<file path="src/sv/trd_pkg.sv">
package trd_pkg;

  localparam int unsigned CoordW = 12;

  localparam logic [CoordW-1:0] PANEL_WIDTH  = 12'd240;
  localparam logic [CoordW-1:0] PANEL_HEIGHT = 12'd280;

  // raw event codes carried in bits 7..6 of report byte 2
  localparam logic [1:0] RAW_LIFT     = 2'd1;
  localparam logic [1:0] RAW_RESERVED = 2'd3;

  typedef enum logic [1:0] {
    EV_NONE = 2'd0,
    EV_DOWN = 2'd1,
    EV_MOVE = 2'd2,
    EV_UP   = 2'd3
  } event_e;

  typedef enum logic [1:0] {
    ROT_0   = 2'd0,
    ROT_90  = 2'd1,
    ROT_180 = 2'd2,
    ROT_270 = 2'd3
  } rotation_e;

  typedef struct packed {
    logic [7:0] gesture_byte;
    logic [7:0] finger_byte;
    logic [7:0] x_high_byte;
    logic [7:0] x_low_byte;
    logic [7:0] y_high_byte;
    logic [7:0] y_low_byte;
    logic       prior_seen;
    logic       prior_pressed;
  } trd_in_t;

  typedef struct packed {
    logic              accepted;
    event_e            event_kind;
    logic [CoordW-1:0] x_position;
    logic [CoordW-1:0] y_position;
    logic              pressed;
    logic              position_valid;
    logic [7:0]        gesture;
    logic [7:0]        finger_count;
    logic [1:0]        event_code;
  } trd_out_t;

  // classification result handed to the rotation stage
  typedef struct packed {
    logic              ok;
    logic              pos;
    event_e            ev;
    logic [CoordW-1:0] x;
    logic [CoordW-1:0] y;
  } trd_cls_t;

endpackage

</file>
<file path="src/sv/touch_report_decoder.sv">
// touch report decoder
// in channel: one six-byte touch report plus the previous valid/pressed
// flags per beat (in_valid_i/in_ready_o, payload in_data_i).
// out channel: one decoded result per report (out_valid_o/out_ready_i,
// payload out_data_o), in order, exactly one result per input beat.
// cfg channel: cfg_valid_i/cfg_ready_o with cfg_data_i writes the 2-bit
// rotation; write it only while no report is in flight.
// a report passes two register stages (input register, result register)
// on its way to out_valid_o.
// throughput: one report per cycle unless the receiver stalls; decode is a
// single pass of compare and subtract logic between the two registers.
// reset: both stages empty, rotation back to 0, cfg_ready_o always high.
// when the receiver stalls, the result register holds its beat and the
// input register still takes one more report; after that in_ready_o drops
// until the result is taken.
module touch_report_decoder (
  input  logic              clk_i,
  input  logic              rst_ni,
  input  logic              in_valid_i,
  output logic              in_ready_o,
  input  trd_pkg::trd_in_t  in_data_i,
  output logic              out_valid_o,
  input  logic              out_ready_i,
  output trd_pkg::trd_out_t out_data_o,
  input  logic              cfg_valid_i,
  output logic              cfg_ready_o,
  input  logic [1:0]        cfg_data_i
);
  import trd_pkg::*;

  rotation_e         rotation_q;
  logic              s1_valid_q;
  trd_in_t           s1_data_q;
  logic              out_valid_q;
  trd_out_t          out_data_q;
  trd_out_t          out_data_d;
  logic              out_take;
  trd_cls_t          cls;
  logic [CoordW-1:0] x_rot;
  logic [CoordW-1:0] y_rot;

  assign cfg_ready_o = 1'b1;
  assign out_take    = !out_valid_q || out_ready_i;
  assign in_ready_o  = !s1_valid_q || out_take;

  always_ff @(posedge clk_i or negedge rst_ni) begin
    if (!rst_ni) begin
      rotation_q <= ROT_0;
    end else if (cfg_valid_i) begin
      rotation_q <= rotation_e'(cfg_data_i);
    end
  end

  always_ff @(posedge clk_i or negedge rst_ni) begin
    if (!rst_ni) begin
      s1_valid_q <= 1'b0;
    end else if (in_ready_o) begin
      s1_valid_q <= in_valid_i;
    end
  end

  always_ff @(posedge clk_i) begin
    if (in_valid_i && in_ready_o) begin
      s1_data_q <= in_data_i;
    end
  end

  trd_classify u_classify (
    .rpt_i (s1_data_q),
    .cls_o (cls)
  );

  trd_rotate u_rotate (
    .cls_i      (cls),
    .rotation_i (rotation_q),
    .x_o        (x_rot),
    .y_o        (y_rot)
  );

  always_comb begin
    out_data_d.accepted       = cls.ok;
    out_data_d.event_kind     = cls.ev;
    out_data_d.x_position     = x_rot;
    out_data_d.y_position     = y_rot;
    out_data_d.pressed        = cls.pos;
    out_data_d.position_valid = cls.pos;
    out_data_d.gesture        = s1_data_q.gesture_byte;
    out_data_d.finger_count   = s1_data_q.finger_byte;
    out_data_d.event_code     = s1_data_q.x_high_byte[7:6];
  end

  always_ff @(posedge clk_i or negedge rst_ni) begin
    if (!rst_ni) begin
      out_valid_q <= 1'b0;
    end else if (out_take) begin
      out_valid_q <= s1_valid_q;
    end
  end

  always_ff @(posedge clk_i) begin
    if (s1_valid_q && out_take) begin
      out_data_q <= out_data_d;
    end
  end

  assign out_valid_o = out_valid_q;
  assign out_data_o  = out_data_q;

`ifndef SYNTHESIS
  // an accepted input beat always lands in the input register
  a_in_lands: assert property (@(posedge clk_i) disable iff (!rst_ni)
    in_valid_i && in_ready_o |=> s1_valid_q)
    else $error("accepted beat not held in input register");

  // a waiting input beat moves to the result register when it frees up
  a_s1_moves: assert property (@(posedge clk_i) disable iff (!rst_ni)
    s1_valid_q && out_take |=> out_valid_o)
    else $error("decoded beat lost between stages");

  // rejected reports carry no event and no position
  a_reject_quiet: assert property (@(posedge clk_i) disable iff (!rst_ni)
    out_valid_o && !out_data_o.accepted |->
      out_data_o.event_kind == EV_NONE && !out_data_o.position_valid)
    else $error("rejected report with event or position");

  // without a position the coordinates are zero
  a_no_pos_zero: assert property (@(posedge clk_i) disable iff (!rst_ni)
    out_valid_o && !out_data_o.position_valid |->
      out_data_o.x_position == '0 && out_data_o.y_position == '0)
    else $error("coordinates set without a position");

  // a positioned result is always down or move
  a_pos_event: assert property (@(posedge clk_i) disable iff (!rst_ni)
    out_valid_o && out_data_o.position_valid |->
      out_data_o.event_kind == EV_DOWN || out_data_o.event_kind == EV_MOVE)
    else $error("positioned result with wrong event");
`endif

endmodule

</file>
<file path="src/sv/trd_classify.sv">
module trd_classify (
  input  trd_pkg::trd_in_t  rpt_i,
  output trd_pkg::trd_cls_t cls_o
);
  import trd_pkg::*;

  logic [1:0]        raw;
  logic [CoordW-1:0] x_raw;
  logic [CoordW-1:0] y_raw;
  logic              prev_down;

  assign raw       = rpt_i.x_high_byte[7:6];
  assign x_raw     = {rpt_i.x_high_byte[3:0], rpt_i.x_low_byte};
  assign y_raw     = {rpt_i.y_high_byte[3:0], rpt_i.y_low_byte};
  assign prev_down = rpt_i.prior_seen & rpt_i.prior_pressed;

  always_comb begin
    cls_o.ok  = 1'b1;
    cls_o.pos = 1'b0;
    cls_o.x   = '0;
    cls_o.y   = '0;
    if (rpt_i.finger_byte > 8'd1) begin
      cls_o.ok = 1'b0;
    end else if (raw == RAW_LIFT || rpt_i.finger_byte == 8'd0) begin
      // lift or no finger: accepted without a position
      cls_o.pos = 1'b0;
    end else if (raw == RAW_RESERVED) begin
      cls_o.ok = 1'b0;
    end else if (x_raw > PANEL_WIDTH || y_raw > PANEL_HEIGHT) begin
      cls_o.ok = 1'b0;
    end else begin
      cls_o.pos = 1'b1;
      // coordinate on the far edge clamps to the last pixel
      cls_o.x = (x_raw == PANEL_WIDTH) ? PANEL_WIDTH - 12'd1 : x_raw;
      cls_o.y = (y_raw == PANEL_HEIGHT) ? PANEL_HEIGHT - 12'd1 : y_raw;
    end

    if (!cls_o.ok) begin
      cls_o.ev = EV_NONE;
    end else if (cls_o.pos) begin
      cls_o.ev = prev_down ? EV_MOVE : EV_DOWN;
    end else begin
      cls_o.ev = prev_down ? EV_UP : EV_NONE;
    end
  end

endmodule

</file>
<file path="src/sv/trd_rotate.sv">
module trd_rotate (
  input  trd_pkg::trd_cls_t      cls_i,
  input  trd_pkg::rotation_e     rotation_i,
  output logic [trd_pkg::CoordW-1:0] x_o,
  output logic [trd_pkg::CoordW-1:0] y_o
);
  import trd_pkg::*;

  logic [CoordW-1:0] x_mirror;
  logic [CoordW-1:0] y_mirror;

  // 12-bit modular, matches wraparound for clamped coordinates
  assign x_mirror = PANEL_WIDTH - 12'd1 - cls_i.x;
  assign y_mirror = PANEL_HEIGHT - 12'd1 - cls_i.y;

  always_comb begin
    x_o = cls_i.x;
    y_o = cls_i.y;
    if (cls_i.pos) begin
      unique case (rotation_i)
        ROT_0: begin
          x_o = cls_i.x;
          y_o = cls_i.y;
        end
        ROT_90: begin
          x_o = cls_i.y;
          y_o = x_mirror;
        end
        ROT_180: begin
          x_o = x_mirror;
          y_o = y_mirror;
        end
        ROT_270: begin
          x_o = y_mirror;
          y_o = cls_i.x;
        end
        default: begin
          x_o = cls_i.x;
          y_o = cls_i.y;
        end
      endcase
    end
  end

endmodule

</file>
<file path="config.mk">
export PLATFORM = sky130hd
export DESIGN_NAME = touch_report_decoder
export DESIGN_NICKNAME = d
export VERILOG_FILES = /design/src/sv/trd_pkg.sv /design/src/sv/touch_report_decoder.sv /design/src/sv/trd_classify.sv /design/src/sv/trd_rotate.sv
export SDC_FILE = /design/constraint.sdc
export NUM_CORES = 1
export LEC_CHECK = 0
export ABC_AREA = 1
export ABC_CLOCK_PERIOD_IN_PS = 3000
export BUFFER_PORTS_ARGS = -buffer_cell sky130_fd_sc_hd__buf_2
export CELL_PAD_IN_SITES_DETAIL_PLACEMENT = 1
export CELL_PAD_IN_SITES_GLOBAL_PLACEMENT = 2
export CORE_MARGIN = 4
export CORE_UTILIZATION = 27
export CTS_BUF_LIST = sky130_fd_sc_hd__clkbuf_16
export CTS_CLUSTER_DIAMETER = 30
export DETAILED_ROUTE_END_ITERATION = 6
export GPL_TIMING_DRIVEN = 0
export PLACE_DENSITY_LB_ADDON = 0.3
export SYNTH_ARGS = -nofsm -noshare
export SYNTH_HDL_FRONTEND = slang
export SYNTH_HIERARCHICAL = 1
export SYNTH_SLANG_ARGS = --single-unit
</file>
<file path="constraint.sdc">
create_clock -name clk_i -period 3 [get_ports clk_i]
set_input_delay 0.45 -clock clk_i [delete_from_list [all_inputs] [get_ports clk_i]]
set_output_delay 0.45 -clock clk_i [all_outputs]
set_load 0.1 [all_outputs]
</file>
==> key figures <==
Setup path
  – CP max stage delay: ~0.42 ns
  – Crit start category: flip-flop
  – WP data arrival: 2.72 ns
  – CP dominant cell by count: inv_1
  – Max FO, Critical Path: 10
  – Kind of critical path: flip-flop to flip-flop
  – Critical path, cell by cell: inv_1 -> nand2_1 -> nor2_1 -> nand3_1 -> nor2_4 -> nand3_4 -> buf_6 -> inv_1 -> nand2_2 -> nand2_4 -> inv_2 -> a211oi_1 -> a21oi_1
  – Worst setup EP type: flip-flop
  – Crit path max-delay cell type: edfxtp_1
  – Worst path required time: 3.09 ns

Power and ir drop
  – Clock network fraction of total power: 0.341
  – Switching power: 1.042 mW
  – Leakage: 2.406 nW
  – Flop pwr share: 0.483
  – P_int: 2.217 mW
  – Pwr Total: 3.258 mW
  – Comb pwr share: 0.176
  – VDD IR max: 0.0002475 V
  – Sw Share: 0.3197
  – Pwr dens: 581.8 nW/µm²

Die
  – Die Span Y: 136.9 µm
  – Die W: approximately 140 µm
  – # IOs: ~110
  – Rows: 46
  – Full die area: 18,750 µm²
  – Starting density of the core: 0.2786
  – Core ar.: approximately 16,000 µm²

Route
  – Routed vias: 3,421
  – Total Wirelength: 11,460 µm
  – 1st-iter DRT viols: roughly 190
  – Final ANT Viol Nets: 0
  – TritonRoute pass-1 iters: 4
  – DRC errors left: 0
  – Drt wl/cell: 14.52 µm
  – Via density: 4.336

Layout
  – Register Area: 2803 µm²
  – Util after Layout: 0.3475
  – Multi-input gate area: 1350 µm²
  – Filler cell count in the final layout: 1,906
  – ANT cells: 0
  – Area added between synthesis and finish: 24.75%
  – Final Non-Filler Cells: 789
  – Share of cells above drive strength 1: 0.2740
  – Fin nets: 627

STA
  – Fin Clk Skew: between 0.01 and 0.015 ns
  – Final hold vios: 0
  – Setup TNS: 0 ns
  – Worst-Margin Slew: 0.8980 ns
  – Slew HR: 0.4005
  – RSZ-0062 raised after global routing: no
  – Pins Over Slew Limit: 0
  – Final min period: ~2.6 ns
  – Setup ws final: 0.3638 ns
  – Final cycle utilization of the critical path: 0.8787
  – Max Freq: 379.3 MHz
  – Final setup viols: 0

Clock network
  – Number of buffers created by CTS: 9
  – Root buffer cell: clkbuf_16
  – Setup bufs post-CTS: 0
  – CTS tree: built
  – Clk slew on worst S/H paths: 0.07 ns
  – Clk Latency, worst-skew pair: 0.35 ns
  – Bufs on Longest Clock Path: 2
  – Clock tree sinks: 94
  – Htree depth: 3

GRT
  – Number of antenna violations at the first check in global routing: 0
  – Vias in the first global route: 3,672
  – First-pass GRT wire length: 18,840 µm
  – Gr usage total: 0.1303
  – Grt ovf: 0
  – Largest net degree at the start of global routing: 45

Synthesis
  – Post-Syn Area: 4489 µm²
  – Avg Synthesized Cell Area: 9.976 µm²
  – YS warnings: 6
  – Synth Instances: 450

Place
  – GPL Wtd Cong: 0.8058
  – Pre-CTS setup slack: approximately 0.35 ns
  – DP HPWL: between 8000 and 9000 µm
  – # port buffers: 99
  – Cells after DPL: 772

Job
  – Max-Cap Viols: 0

Worst hold path
  – Worst hold path class: primary input to flip-flop

Run status
  – Run status: complete, no violations
sequential cells by signal, summed over array words and instances (netlist names):
signal,cells
out_data_d,18
s1_data_q,26
rotation_q,2
s1_valid_q,1
out_valid_o,1
out_data_o,46
cell usage in the layout (no fill, tap or decap), types with 2 or more instances in the layout:
| master | n |
|---|---|
| xor2_1 | 3 |
| conb_1 | 8 |
| inv_1 | 65 |
| a31oi_1 | 3 |
| edfxtp_1 | 90 |
| nand3_1 | 42 |
| nand2_2 | 3 |
| a21oi_1 | 8 |
| inv_6 | 2 |
| nor2_1 | 47 |
| o211ai_1 | 5 |
| nand2_1 | 98 |
| buf_2 | 101 |
| a22oi_1 | 5 |
| clkbuf_16 | 9 |
| o22ai_1 | 5 |
| nand4_1 | 4 |
| clkinv_2 | 2 |
| inv_2 | 4 |
| o21ai_0 | 19 |
| nor2_2 | 13 |
| clkinv_4 | 2 |
| nor2_4 | 2 |
| buf_4 | 12 |
| dfrtp_1 | 4 |
| ha_1 | 2 |
per-layer routing:
metal / routed length (µm) / vias up / GRT usage / share of wire
met5: 0 / - / 0 / 0
met4: 196 / 0 / 0.04989 / 0.017
met3: 373 / 16 / 0.02206 / 0.033
met2: 5806 / 63 / 0.2264 / 0.51
met1: 5078 / 1621 / 0.1614 / 0.44
li1: - / 1721 / - / -
area by class of cell:
type                       count  area share
sequential                    94      0.5004
multi-input combinational    278      0.2411
timing repair buffer         101     0.09383
tap                          216     0.04826
inverter                      69     0.04625
clock buffer                   9     0.04021
buffer                        15     0.01988
clock inverter                 7     0.01005
per-stage QoR:
step,hold WS [ns],cell area (µm²)
after floorplan,0.1544,4516
after global placement,0.2593,5281
after detailed placement,0.2635,5309
after CTS,0.2529,5600
after global routing,0.2496,5600
final,0.2712,5600
what timing repair did:
action / in CTS / in global routing
hold endpoints to repair: 4 / 0
setup endpoints to repair: 0 / 0
gates resized for setup: 0 / 0
hold buffers: 1 / 0
worst max-delay path: cells and delay by family, from the launching register on:
kind                   cells  cell delay, ns
flip-flops                 1            0.42
buffers and inverters      4            0.61
AO/OA/AOI/OAI              2            0.33
AND/OR/NAND/NOR            7            1.03
final timing paths:
check | from | end | slack [ns] | cells past startpoint
hold reg to reg | out_data_d[10] | out_data_o[10] | 0.42 | 0
setup / recovery | out_data_d[6] | out_data_o[25] | 0.36 | 13
setup reg to reg | out_data_d[6] | out_data_o[25] | 0.36 | 13
min in group asynchronous | rst_ni | s1_valid_q | 0.44 | 2
max in group asynchronous | rst_ni | out_valid_o | 2.44 | 2
hold / removal | in_data_i[49] | out_data_d[17] | 0.27 | 1
power groups by stage:
stage / sequential (mW) / clock, mW / combinational, mW
5_1_grt: 1.58 / 1.20 / 0.611
2_1_floorplan: 1.90 / 0 / 0.150
6_report: 1.57 / 1.11 / 0.575
3_3_place_gp: 1.61 / 0 / 0.563
3_5_place_dp: 1.60 / 0 / 0.578
4_1_cts: 1.58 / 1.16 / 0.580
Note: power is estimated with default switching activity, not from simulation.
